**src/sv/sst_pkg.sv**
```systemverilog
`timescale 1ns / 1ps
// ----------------------------------------------------------------------------
// Sorted set table package
// Shared sizes, operation codes, controller states and the cell command.
// ----------------------------------------------------------------------------
package sst_pkg;

    localparam int DEPTH     = 64;
    localparam int VAL_W     = 32;
    localparam int IDX_W     = $clog2(DEPTH);
    localparam int CNT_W     = $clog2(DEPTH + 1);
    localparam int CAP_W     = 7;
    localparam int OUT_CNT_W = 7;

    localparam logic [CAP_W-1:0] CAP_RESET = CAP_W'(64);

    typedef enum logic [1:0] {
        OP_LOOKUP = 2'd0,
        OP_INSERT = 2'd1,
        OP_DELETE = 2'd2
    } op_t;

    typedef enum logic [1:0] {
        ST_IDLE,
        ST_COMPARE,
        ST_UPDATE
    } state_t;

    typedef struct packed {
        logic             cmp_en;
        logic             ins_en;
        logic             del_en;
        logic [VAL_W-1:0] value;
    } cell_cmd_t;

endpackage

```
**src/sv/sst_cell.sv**
```systemverilog
`timescale 1ns / 1ps
// ----------------------------------------------------------------------------
// Sorted set table cell
// Holds one entry, compares it with the key and shifts with its neighbours.
// ----------------------------------------------------------------------------
module sst_cell (
    input  logic                          aclk,
    input  sst_pkg::cell_cmd_t            cmd,
    input  logic                          occupied,
    input  logic                          left_lt,
    input  logic [sst_pkg::VAL_W-1:0]     left_entry,
    input  logic [sst_pkg::VAL_W-1:0]     right_entry,
    output logic [sst_pkg::VAL_W-1:0]     entry,
    output logic                          lt,
    output logic                          eq
);

    logic [sst_pkg::VAL_W-1:0] entry_reg;
    logic [sst_pkg::VAL_W-1:0] entry_next;
    logic                      lt_reg;
    logic                      eq_reg;

    always_comb begin
        entry_next = entry_reg;
        if (cmd.ins_en && !lt_reg) begin
            entry_next = left_lt ? cmd.value : left_entry;
        end else if (cmd.del_en && !lt_reg) begin
            entry_next = right_entry;
        end
    end

    always_ff @(posedge aclk) begin
        entry_reg <= entry_next;
        if (cmd.cmp_en) begin
            lt_reg <= occupied && ($signed(entry_reg) < $signed(cmd.value));
            eq_reg <= occupied && (entry_reg == cmd.value);
        end
    end

    assign entry = entry_reg;
    assign lt    = lt_reg;
    assign eq    = eq_reg;

endmodule

```
**config.mk**
```make
export PLATFORM = sky130hd
export DESIGN_NAME = sst_cell
export DESIGN_NICKNAME = d
export VERILOG_FILES = /design/src/sv/sst_pkg.sv /design/src/sv/sst_cell.sv
export SDC_FILE = /design/constraint.sdc
export NUM_CORES = 1
export LEC_CHECK = 0
export BUFFER_PORTS_ARGS = -buffer_cell sky130_fd_sc_hd__buf_2
export CAP_MARGIN = 10
export CORE_MARGIN = 10
export CORE_UTILIZATION = 49
export DETAILED_ROUTE_END_ITERATION = 6
export PLACE_DENSITY = 0.86
export SYNTH_ARGS = -nofsm -noshare
export SYNTH_HDL_FRONTEND = slang
export SYNTH_SLANG_ARGS = --single-unit
```
**constraint.sdc**
```tcl
create_clock -name aclk -period 3.25 [get_ports aclk]
set_input_delay 0.1625 -clock aclk [delete_from_list [all_inputs] [get_ports aclk]]
set_output_delay 0.1625 -clock aclk [all_outputs]
set_load 0.05 [all_outputs]
```
* Yosys cells after proc, flatten, opt, wreduce, memory -nomap -nowiden *
Cells that the tools add are included.

word-level totals
  register bits = 34
  output and inout bits = 34
  word-level logic and storage cells = 14

operators by class
  order comparisons = 1
  equality and inequality tests = 1
  mux-type cells = 3
  reductions and logical operators = 6

operators with widths
  kind               number
  $mux 32            3
  $eq 32x32->1       1
  $lt 32x32->1       1
  $logic_and 1x1->1  4
  $reduce_bool 2->1  1
  $logic_not 1->1    1

* Longest topological paths before layout *
  depth in word-level cells = 4
  mapped depth = 7

* Least setup slack after synthesis *
OpenSTA, ideal clock, no wires.

  path kind = flip-flop to flip-flop
  from = register lt_reg (netlist: lt)
  to = register entry_reg, in the netlist entry[0] (enable)
  arrival time = 2058 ps
  setup slack = 770 ps
  cell stages (with the launch flop) = 2
  period minus slack after synthesis = 2480 ps
  cells stage by stage = edfxtp_1 > nor2_1

between the ends
  cells in the longest elaborated chain, start to end = 3
  elaborated cells on any way between the ends = 4
  classes of those cells = reduce/logical: 4

RTL lines
  element                                 RTL line                        text
  start, declared                         sst_cell.sv:20                  logic lt_reg;
  start signal, assigned                  sst_cell.sv:35                  lt_reg <= occupied && ($signed(entry_reg) < $signed(cmd.value));
  $logic_not 1->1 (*)                     sst_cell.sv:25, sst_cell.sv:27
  $logic_and 1x1->1 (on tied branches)    sst_cell.sv:25, sst_cell.sv:27
  $reduce_bool 2->1 (no source line) (*)  n/a
  end signal, assigned                    sst_cell.sv:33                  entry_reg <= entry_next;
  end, declared                           sst_cell.sv:18                  logic [sst_pkg::VAL_W-1:0] entry_reg;

Mark *: on every way between the ends. The rest lies on a longest branch, timed or not.
A chain may end at the register's enable or synchronous reset.

* Worst setup path in the final report *
  from = register entry_reg, in the netlist entry[19]
  to = register lt_reg (netlist: lt) (data pin)

between the ends
  cells in the longest elaborated chain, start to end = 2

RTL lines
  element            RTL line
  $lt 32x32->1       sst_cell.sv:35
  $logic_and 1x1->1  sst_cell.sv:35

Every way passes these cells.

==> out/results.ini <==
[global_route]
grt_antenna_before_repair = 0
overflow = 0
grt_pass1_vias = 2517
grt_max_degree = 65
grt_pass1_wl_um = 11650
grt_usage_pct = 16.35

[timing]
fin_crit_ns = 1.952
period_share_pct = 60.08
setup-tns-final_ns = 0
finalSetupViolCount = 0
max_slew_margin_pct = 31.05
hold_viol = 0
worst_slack_ns = 1.298
timing.fmax_ghz = 0.5122
slew_viol_final = 0
clock_skew_ns = 0.005140
tightestPinTransition_ns = 1.034
rsz0062_at_grt = no

[worst_setup_path]
arrival_ns = 2.08
cp_data_required_time_ns = 3.38
path_max_fanout = 3
crit_path_cell_trace = ha_1, nand4_1, nor4b_2, nor2_1, a31oi_1, mux2i_1
cp-start-kind = flip-flop
worstSetupEndpointType = flip-flop
crit_type = reg -> reg
cpPeakStageDelay_ns = 0.41
cp_top_family = simple AND/OR/NAND/NOR gates
cp_slowest_cell = edfxtp_1
critPathBufInv = 0

[synth]
ys_top_cells_by_area = edfxtp_1 40%, ha_1 16%, mux2i_1 13%, nand2_1 5.7%, o21ai_0 4.7%
synth-simple-area-share_pct = 12.05
synth_area_per_cell_um2 = 9.860
synthXorXnorAreaFrac_pct = 0
synthArstFlopShare_pct = 0
synthMuxAreaShare_pct = 12.93
synth-adder-area-share_pct = 15.68
synth_seq_cells = 34
ys.flop_type = edfxtp_1
synth_top_family_by_area = adder cells
synth_nets = 393
syn_inst = 259
synth_top_cell_area_share_pct = 39.98
ys_types = 30
synth_compound_area_share_pct = 12.79
synth_enable_flop_cells = 34
yosysTopAreaCell = edfxtp_1
ys.warnings.count = 0
syn_area_um2 = 2554
yosysSeqAreaShare_pct = 39.98

[layout]
largest_reg_flops = 32
areaGrowthSynthToFinish_pct = 31.60
final_nets = 524
multiInputGateArea_um2 = 1375
mostFrequentLayoutCells = 135 x buf_2, 39 x nand2_1, 34 x edfxtp_1
regArea_um2 = 1021
layout-drive-gt1-share_pct = 38.62
antenna_cells = 0
fillers = 423
postLayoutCoreUtil_pct = 66.22
final_common_cell = buf_2

[pwr]
p_seq_share_pct = 40.9
power_mw = 1.401
intPower_mw = 0.8724
p_switching_mw = 0.5287
leakage_nw = 1.779
power.density_nw_per_um2 = 416.9
combPwrFrac_pct = 37.8
peakVddDrop_v = 0.0002853
clkPwrFrac_pct = 21.3
switching_share_pct = 37.73

[clock_tree]
clock_path_buffers = 2
clk_latency_ns = 0.28
numCtsBuffers = 5
cts_resized = 0
root_buffer = clkbuf_8
cts_hold_buf = 0
htreeDepth = 2
cts_sinks = 34
tritoncts = done
cts.clk_slew.worst_paths_ns = 0.07
post-cts-setup-buffers = 0

[placement]
pre_cts_slack_ns = 1.292
dpl.hpwl_um = 6107
place.port_buffers = 135
place_congestion = 0.7457

[drt]
viasPerCell = 5.052
wl_per_cell_um = 16.00
first_iter_violations = 82
vias = 2329
ant_nets = 0
routed_wl_um = 7377
dr.pass1.iters = 4
drt_drc_violations_left = 0

[floorplanning]
die_w_um = 92.19
start_util_pct = 50.32
rows = 26
fp.dieH_um = 92.19
die_area_um2 = 8499
core_area_um2 = 5075
io_pins = 136

[min_path]
hold_class = in -> reg

[run_status]
status = complete, no violations

[flow_run]
drv_cap = 0

worst register-to-register path, stage by stage (launching register included):
cell and delay [ns]:
edfxtp_1 0.41, ha_1 0.35, nand4_1 0.15, nor4b_2 0.38, nor2_1 0.08, a31oi_1 0.22, mux2i_1 0.22
cell usage after synthesis (all sizes together), types with 2 or more instances:
master and count:
buf 5, nand2 39, a211oi 3, clkbuf 6, ha 32, edfxtp 34, nor2 4, inv 32
nand4 5, a21o 2, a21oi 11, o21ai 38, mux2i 33, and4 3
cell type report:
class / count / share of cell area, %
clock buffers: 6 / 2.159
clock inverters: 2 / 0.2606
inverters: 32 / 3.574
well taps: 70 / 2.606
multi-input cells: 182 / 40.92
repair buffers: 135 / 20.10
flip-flops and latches: 34 / 30.38
kinds of logic after synthesis:
group	count (synthesis)
buf+inv	43
compound gates	59
simple gates	58
fa+ha+maj	32
mux	33
flops	34
worst paths after layout:
kind | depth (start not counted) | startpoint | slack, ns | end
max | 6 | entry[19] | 1.30 | lt
min reg2reg | 2 | entry[2] | 0.78 | eq
max reg2reg | 6 | entry[19] | 1.30 | lt
min | 1 | cmd[34] | 0.11 | eq
layer usage:
metal | part of all wire, % | wire length [µm] | global-route usage, % | vias up
met3 | 6.0 | 439 | 3.667 | 10
li1 | - | - | - | 1188
met5 | 0 | 0 | 0 | -
met2 | 53 | 3887 | 29.94 | 82
met1 | 40 | 2918 | 18.11 | 1049
met4 | 1.8 | 131 | 5.527 | 0
power groups by stage:
stage	clock network, mW	logic [mW]	registers, mW
after floorplan	0	0.205	0.745
after global placement	0	0.518	0.580
after detailed placement	0	0.534	0.583
after CTS	0.306	0.536	0.574
after global routing	0.323	0.583	0.579
final	0.298	0.530	0.573
per-stage QoR:
step | instance area [µm²] | hold WS (ns) | cells
6_report | 3361 | 0.1087 | 461
5_1_grt | 3361 | 0.09912 | 461
4_1_cts | 3361 | 0.1078 | 461
3_5_place_dp | 3279 | 0.3962 | 453
3_3_place_gp | 3279 | 0.3954 | 453
2_1_floorplan | 2554 | 0.2750 | 259
Note: power is estimated with default switching activity, not from simulation.
