**config.mk**
```make
export PLATFORM = sky130hd
export DESIGN_NAME = sst_ctrl
export DESIGN_NICKNAME = d
export VERILOG_FILES = /design/src/sv/sst_pkg.sv /design/src/sv/sst_ctrl.sv
export SDC_FILE = /design/constraint.sdc
export NUM_CORES = 1
export LEC_CHECK = 0
export BUFFER_PORTS_ARGS = -buffer_cell sky130_fd_sc_hd__buf_2
export CORE_UTILIZATION = 40
export CTS_BUF_LIST = sky130_fd_sc_hd__clkbuf_16
export CTS_CLUSTER_SIZE = 30
export DETAILED_ROUTE_END_ITERATION = 16
export GPL_TIMING_DRIVEN = 0
export PLACE_DENSITY = 0.76
export SYNTH_ARGS = -nofsm -noshare
export SYNTH_HDL_FRONTEND = slang
export SYNTH_SLANG_ARGS = --single-unit
```
**constraint.sdc**
```tcl
create_clock -name aclk -period 3.47 [get_ports aclk]
set_input_delay 0.694 -clock aclk [delete_from_list [all_inputs] [get_ports aclk]]
set_output_delay 0.694 -clock aclk [all_outputs]
set_load 0.1 [all_outputs]
```
**src/sv/sst_pkg.sv**
```systemverilog
`timescale 1ns / 1ps
// ----------------------------------------------------------------------------
// Sorted set table package
// Shared sizes, operation codes, controller states and the cell command.
// ----------------------------------------------------------------------------
package sst_pkg;

    localparam int DEPTH     = 64;
    localparam int VAL_W     = 32;
    localparam int IDX_W     = $clog2(DEPTH);
    localparam int CNT_W     = $clog2(DEPTH + 1);
    localparam int CAP_W     = 7;
    localparam int OUT_CNT_W = 7;

    localparam logic [CAP_W-1:0] CAP_RESET = CAP_W'(64);

    typedef enum logic [1:0] {
        OP_LOOKUP = 2'd0,
        OP_INSERT = 2'd1,
        OP_DELETE = 2'd2
    } op_t;

    typedef enum logic [1:0] {
        ST_IDLE,
        ST_COMPARE,
        ST_UPDATE
    } state_t;

    typedef struct packed {
        logic             cmp_en;
        logic             ins_en;
        logic             del_en;
        logic [VAL_W-1:0] value;
    } cell_cmd_t;

endpackage

```
**src/sv/sst_ctrl.sv**
```systemverilog
`timescale 1ns / 1ps
// ----------------------------------------------------------------------------
// Sorted set table controller
// Sequences compare and update, keeps the count and builds the result beat.
// ----------------------------------------------------------------------------
module sst_ctrl (
    input  logic                            aclk,
    input  logic                            aresetn,
    input  logic                            s_tvalid,
    output logic                            s_tready,
    input  logic [1:0]                      s_op,
    input  logic [sst_pkg::VAL_W-1:0]       s_value,
    input  logic                            cfg_valid,
    output logic                            cfg_ready,
    input  logic [sst_pkg::CAP_W-1:0]       cfg_data,
    input  logic [sst_pkg::DEPTH-1:0]       eq_vec,
    output logic [sst_pkg::DEPTH-1:0]       occupied,
    output sst_pkg::cell_cmd_t              cmd,
    output logic                            m_tvalid,
    input  logic                            m_tready,
    output logic                            m_found,
    output logic [sst_pkg::OUT_CNT_W-1:0]   m_position,
    output logic [sst_pkg::OUT_CNT_W-1:0]   m_count,
    output logic                            m_status
);

    sst_pkg::state_t                state_reg;
    sst_pkg::state_t                state_next;
    sst_pkg::op_t                   op_reg;
    logic [sst_pkg::VAL_W-1:0]      value_reg;
    logic [sst_pkg::CNT_W-1:0]      count_reg;
    logic [sst_pkg::CNT_W-1:0]      count_next;
    logic [sst_pkg::CAP_W-1:0]      cap_reg;
    logic                           m_valid_reg;
    logic                           m_found_reg;
    logic [sst_pkg::OUT_CNT_W-1:0]  m_position_reg;
    logic [sst_pkg::OUT_CNT_W-1:0]  m_count_reg;
    logic                           m_status_reg;

    logic                           out_free;
    logic                           accept;
    logic                           update;
    logic                           cmp_en;
    logic                           found;
    logic [sst_pkg::IDX_W-1:0]      hit_idx;
    logic [sst_pkg::CNT_W-1:0]      limit;
    logic                           full;
    logic                           do_insert;
    logic                           do_delete;
    logic                           status;
    logic [sst_pkg::CNT_W-1:0]      position;

    assign out_free  = !m_valid_reg || m_tready;
    assign cfg_ready = 1'b1;

    always_comb begin
        state_next = state_reg;
        case (state_reg)
            sst_pkg::ST_IDLE: begin
                if (s_tvalid) begin
                    state_next = sst_pkg::ST_COMPARE;
                end
            end
            sst_pkg::ST_COMPARE: begin
                state_next = sst_pkg::ST_UPDATE;
            end
            sst_pkg::ST_UPDATE: begin
                if (out_free) begin
                    state_next = sst_pkg::ST_IDLE;
                end
            end
            default: begin
                state_next = sst_pkg::ST_IDLE;
            end
        endcase
    end

    always_comb begin
        s_tready = 1'b0;
        cmp_en   = 1'b0;
        update   = 1'b0;
        case (state_reg)
            sst_pkg::ST_IDLE: begin
                s_tready = 1'b1;
            end
            sst_pkg::ST_COMPARE: begin
                cmp_en = 1'b1;
            end
            sst_pkg::ST_UPDATE: begin
                update = out_free;
            end
            default: begin
                s_tready = 1'b0;
            end
        endcase
    end

    assign accept = s_tvalid && s_tready;

    always_comb begin
        hit_idx = '0;
        for (int i = 0; i < sst_pkg::DEPTH; i++) begin
            if (eq_vec[i]) begin
                hit_idx = hit_idx | sst_pkg::IDX_W'(i);
            end
        end
    end

    always_comb begin
        for (int i = 0; i < sst_pkg::DEPTH; i++) begin
            occupied[i] = sst_pkg::CNT_W'(i) < count_reg;
        end
    end

    assign found    = |eq_vec;
    assign limit    = (32'(cap_reg) < sst_pkg::DEPTH) ? sst_pkg::CNT_W'(cap_reg)
                                                       : sst_pkg::CNT_W'(sst_pkg::DEPTH);
    assign full     = count_reg >= limit;
    assign status   = (op_reg == sst_pkg::OP_INSERT) && full;
    assign do_insert = update && (op_reg == sst_pkg::OP_INSERT) && !full && !found;
    assign do_delete = update && (op_reg == sst_pkg::OP_DELETE) && found;
    assign position = found ? sst_pkg::CNT_W'(hit_idx) : count_reg;

    always_comb begin
        count_next = count_reg;
        if (do_insert) begin
            count_next = count_reg + sst_pkg::CNT_W'(1);
        end else if (do_delete) begin
            count_next = count_reg - sst_pkg::CNT_W'(1);
        end
    end

    assign cmd = {cmp_en, do_insert, do_delete, value_reg};

    always_ff @(posedge aclk) begin
        if (!aresetn) begin
            state_reg   <= sst_pkg::ST_IDLE;
            count_reg   <= '0;
            cap_reg     <= sst_pkg::CAP_RESET;
            m_valid_reg <= 1'b0;
        end else begin
            state_reg <= state_next;
            count_reg <= count_next;
            if (cfg_valid && cfg_ready) begin
                cap_reg <= cfg_data;
            end
            if (update) begin
                m_valid_reg <= 1'b1;
            end else if (m_tready) begin
                m_valid_reg <= 1'b0;
            end
        end
    end

    always_ff @(posedge aclk) begin
        if (accept) begin
            op_reg    <= sst_pkg::op_t'(s_op);
            value_reg <= s_value;
        end
        if (update) begin
            m_found_reg    <= found;
            m_position_reg <= sst_pkg::OUT_CNT_W'(position);
            m_count_reg    <= sst_pkg::OUT_CNT_W'(count_next);
            m_status_reg   <= status;
        end
    end

    assign m_tvalid   = m_valid_reg;
    assign m_found    = m_found_reg;
    assign m_position = m_position_reg;
    assign m_count    = m_count_reg;
    assign m_status   = m_status_reg;

endmodule
```
# Yosys cells after proc, flatten, opt, wreduce, memory -nomap -nowiden
# Index checks and enable logic that the tools add are counted.
[word_totals]
input_bits = 110
output_inout_bits = 118
word_cells = 184
reg_bits = 67
[op_classes]
n_mux = 83
magnitude_cmp = 66
n_reduce_logical = 14
n_eq_ne = 8
add_sub_neg = 2
[ops]
columns = ["operator", "count"]
rows = [
  ["$lt A6 B7 Y1 const A", 32],
  ["$mux W6", 33],
  ["$lt A5 B7 Y1 const A", 16],
  ["$mux W5", 16],
  ["$reduce_or A64 Y1", 1],
  ["$lt A4 B7 Y1 const A", 8],
  ["$mux W7", 6],
  ["$mux W4", 8],
  ["$lt A3 B7 Y1 const A", 4],
  ["$lt A1 B7 Y1 const A", 2],
  ["$lt A2 B7 Y1 const A", 2],
  ["$mux W2", 6],
  ["$mux W3", 4],
  ["$mux W1", 9],
  ["$add A7 B1 Y7 const B", 1],
  ["$ge A7 B7 Y1", 1],
  ["$logic_and A1 B1 Y1", 7],
  ["$lt A7 B7 Y1 const B", 1],
  ["$sub A7 B1 Y7 const B", 1],
  ["$pmux W2 S3", 1],
  ["$eq A2 B1 Y1 const B", 2],
  ["$eq A2 B2 Y1 const B", 2],
  ["$ne A2 B2 Y1 const B", 2],
  ["$logic_not A1 Y1", 3],
  ["other kinds (5)", 5],
]

# Longest topological paths before layout
[logic_depth]
word_depth = 64
ltp_mapped = 9
mapped_depth_nobuf = 9

# Worst setup path after synthesis
# OpenSTA, ideal clock, no wires.
[synth_timing]
path_kind = "reg2out"
from = "register count_reg[4] (netlist name)"
to = "output occupied[56] (netlist name)"
setup_slack_ns = -0.912
stages_incl_launch_ff = 5
arrival_time_ns = 3.688
path_buffers = 1
t_required_ns = 2.776
cell_sequence = "dfxtp_1 > clkbuf_1 > nand3_1 > o21ai_0 > a21o_1"
[synth_via]
elab_chain_len = 1
[synth_lines]
columns = ["element", "line", "rtl"]
rows = [
  ["start, declared", "sst_ctrl.sv:31", "logic [sst_pkg::CNT_W-1:0] count_reg;"],
  ["start signal, assigned", "sst_ctrl.sv:143", "count_reg <= count_next;"],
  ["$lt A6 B7 Y1", "sst_ctrl.sv:111", "occupied[i] = sst_pkg::CNT_W'(i) < count_reg;"],
  ["end, declared", "sst_ctrl.sv:17", "output logic [sst_pkg::DEPTH-1:0] occupied,"],
]
# Every way passes these cells.

# Worst setup path after layout
[layout_timing]
from = "input eq_vec[26] (netlist name)"
to = "output cmd[32] (netlist name)"
[layout_via]
elab_chain_len = 2
[layout_lines]
columns = ["element", "line", "rtl"]
rows = [
  ["start, declared", "sst_ctrl.sv:16", "input logic [sst_pkg::DEPTH-1:0] eq_vec,"],
  ["$reduce_or A64 Y1", "sst_ctrl.sv:115", "assign found = |eq_vec;"],
  ["$logic_and A1 B1 Y1", "sst_ctrl.sv:121", "assign do_delete = update && (op_reg == sst_pkg::OP_DELETE) && found;"],
  ["end, declared", "sst_ctrl.sv:18", "output sst_pkg::cell_cmd_t cmd,"],
]
# Every way passes these cells.

==> reports/results.tsv <==
stage	metric	value	unit
clock_network	clockBufferDepth	2	
synthesis	synthMostInstantiatedCell	edfxtp_1	
place	port-buffer-count	224	
setup_path	crit_family	simple AND/OR/NAND/NOR gates	
drt	via_per_inst	5.337	
die	io_pins	228	
synthesis	synth_seq_area_share	0.5147	
global_route	antenna_found_initial	0	
sta	rsz0062_at_grt	false	
cells_and_area	drive_above_1_share	0.4314	
die	die_x	96.59	um
clock_network	root_buffer	clkbuf_16	
drt	wl_per_cell	16.05	um
synthesis	ys_seq_elements	67	
setup_path	crit_path_start	eq_vec[26]	
setup_path	crit_arrival	2.69	ns
setup_path	cp_common_cell	buf_2	
synthesis	synth_nets	485	
die	core	0.008678	mm2
global_route	grt_max_degree	35	
synthesis	synthCells	365	
sta	max_freq	295.5	MHz
synthesis	syn_avg_cell_area	9.804	um2
setup_path	slowest_delay	0.57	ns
cells_and_area	num_antenna_cells	0	
global_route	grt_pass1_vias	3590	
place	dp_hpwl	9148	um
outcome	status	complete, no violations	
setup_path	endpoint_kind	output port	
synthesis	yosysUniqueCellTypes	42	
synthesis	synthTopCellsByArea	edfxtp_1, dfxtp_1, nor4_1	
hold_path	worstHoldPathType	reg -> reg	
sta	finalClockSkew	0.006169	ns
die	die_h	96.59	um
die	rows	34	
drt	drt_iter0_markers	212	
hold_path	min_from	cap_reg[5]	
synthesis	yosys.area.top_type_share	0.4196	
setup_path	worst_path_max_delay_cell	or4_4	
clock_network	cts_htree_levels	3	
flow_run	max_cap_viol_count	0	
sta	hold_viol	0	
setup_path	critPathMaxFanout	10	
cells_and_area	fillers	773	
drt	dr.pass1.iters	4	
drt	ant_nets	0	
synthesis	synth_top_flop_cell	edfxtp_1	
power	power.density	516.2	mW/mm2
power	ir_worst_vdd	269.1	uV
sta	finalSetupViolCount	0	
synthesis	netlist_top_cells_count	edfxtp_1, nand2_1, o21ai_0	
die	dieArea	0.009329	mm2
clock_network	clkSinkCount	67	
power	leakage	2.555	nW
setup_path	worstReg2RegStart	count_reg[0]	
sta	maxSlewViolCount	0	
sta	relSlewSlack	0.2341	
drt	num_vias	3805	
cells_and_area	final_net_count	720	
synthesis	synth.largest_area_cell	edfxtp_1	
clock_network	cts_hold_buf	0	
synthesis	syn-cell-area	0.003578	mm2
sta	period_needed	3.384	ns
global_route	grt_pass1_wl	17450	um
sta	worst_pin_slew	1.138	ns
clock_network	clk_pin_slew	0.06	ns
clock_network	clk-insertion-delay-late	0.33	ns
drt	route.detailed.drc	0	
synthesis	synth-async-reset-ratio	0	
synthesis	synth_edf_count	50	
die	start_util	0.4123	
cells_and_area	fin_util	0.5967	
cells_and_area	fin_cells	713	
sta	tns	0	ns
clock_network	cts_tree	done	
cells_and_area	largest_reg_flops	32	
setup_path	path_buf_inv	5	
setup_path	start_kind	input port	
setup_path	cp_cell_sequence	buf_2, or4_4, nor4_4, nand4_2, buf_6, nand2_1, inv_1, buf_4, buf_2	
sta	period_share	0.9753	
global_route	grt.total_usage	0.2487	
clock_network	cts_resized	2	
place	numPlacedInstances	697	
setup_path	path_class	in -> out	
setup_path	worstPathRequired	2.78	ns
synthesis	yosysWarnings	0	
place	pre_cts_ws	-0.005633	ns
global_route	overflow	0	
sta	finalWorstSetupSlack	0.08554	ns
cells_and_area	syn_to_final_growth	44.72	%
clock_network	cts_setup_buffers	0	
place	gp_congestion	1.036	
drt	wl	11440	um
clock_network	cts_made_buffers	9	
==> final timing paths <==
kind                      to  slack [ns]  cells after the start
setup reg to reg  m_count[4]        0.74                      9
hold reg to reg   cap_reg[5]        0.50                      2
setup / recovery     cmd[32]        0.09                      9
hold / removal    cap_reg[5]        0.50                      2
==> routing by layer <==
| layer | global-route usage | share of wire |
|---|---|---|
| met5 | 0 | 0 |
| met4 | 0.1078 | 0.029 |
| met3 | 0.06103 | 0.098 |
| met2 | 0.4038 | 0.45 |
| met1 | 0.3137 | 0.42 |
==> cells in the final DEF, fill, tap and decap left out, types with 3 or more instances in the layout <==
master	instances
a2111oi_0	3
a211oi_1	4
a21oi_1	22
and2_1	8
and4_1	4
buf_2	226
buf_4	5
clkbuf_1	10
clkbuf_16	9
clkinv_4	3
dfxtp_1	17
edfxtp_1	50
ha_1	10
inv_1	13
mux2i_1	11
nand2_1	40
nand2_2	4
nand2b_1	3
nand3_1	8
nand4_1	5
nor2_1	30
nor2b_1	7
nor3_1	4
nor4_1	30
o211ai_1	4
o21ai_0	10
o21ai_1	26
or4_1	4
xnor2_1	5
==> per-stage QoR <==
| step | area, um2 | power (mW) | hold slack [ns] |
|---|---|---|---|
| floorplan | 3588 | 1.545 | 0.4520 |
| global placement | 4845 | 1.708 | 0.4722 |
| detailed placement | 4845 | 1.714 | 0.4870 |
| CTS | 5174 | 2.697 | 0.5024 |
| global route | 5179 | 2.772 | 0.5291 |
| finish | 5179 | 2.673 | 0.5003 |
==> power by group <==
part | total, mW | switching (mW) | leakage (nW) | internal [mW]
Clock | 0.972 | 0.339 | 0.160 | 0.633
Sequential | 0.930 | 0.0210 | 0.622 | 0.909
Combinational | 0.771 | 0.634 | 1.77 | 0.137
Total | 2.67 | 0.994 | 2.56 | 1.68
==> kinds of logic (layout without fill, tap and decap cells) <==
logic type / after synthesis / count (layout) / share of synthesized area
and+or+nand+nor: 158 / 158 / 0.2353
AOI/OAI and AO/OA: 75 / 75 / 0.1171
DFF: 67 / 67 / 0.5147
buffers and inverters: 36 / 276 / 0.04615
muxes: 12 / 12 / 0.03392
adders and majority gates: 10 / 10 / 0.03497
xor gates and xnor gates: 6 / 6 / 0.01678
other: 1 / 1 / 0.001048
==> layout make-up <==
cell class | count | area [um2] | area share
Sequential cell | 67 | 1842 | 0.3556
Multi-Input combinational cell | 262 | 1583 | 0.3056
Timing Repair Buffer | 224 | 1127 | 0.2177
Clock buffer | 9 | 225.2 | 0.04349
Tap cell | 108 | 135.1 | 0.02609
Buffer | 22 | 113.9 | 0.02199
Clock inverter | 7 | 100.1 | 0.01933
Inverter | 14 | 52.55 | 0.01015
==> worst reg2reg max path: stages (launching register included) <==
cell and delay, ns:
dfxtp_1 0.36, clkbuf_2 0.24, inv_1 0.20, ha_1 0.34
nor2b_1 0.11, o21ai_1 0.16, a2111oi_0 0.60, nand2_1 0.10
o21a_1 0.23, xnor2_1 0.12
(Power assumes the default switching activity.)
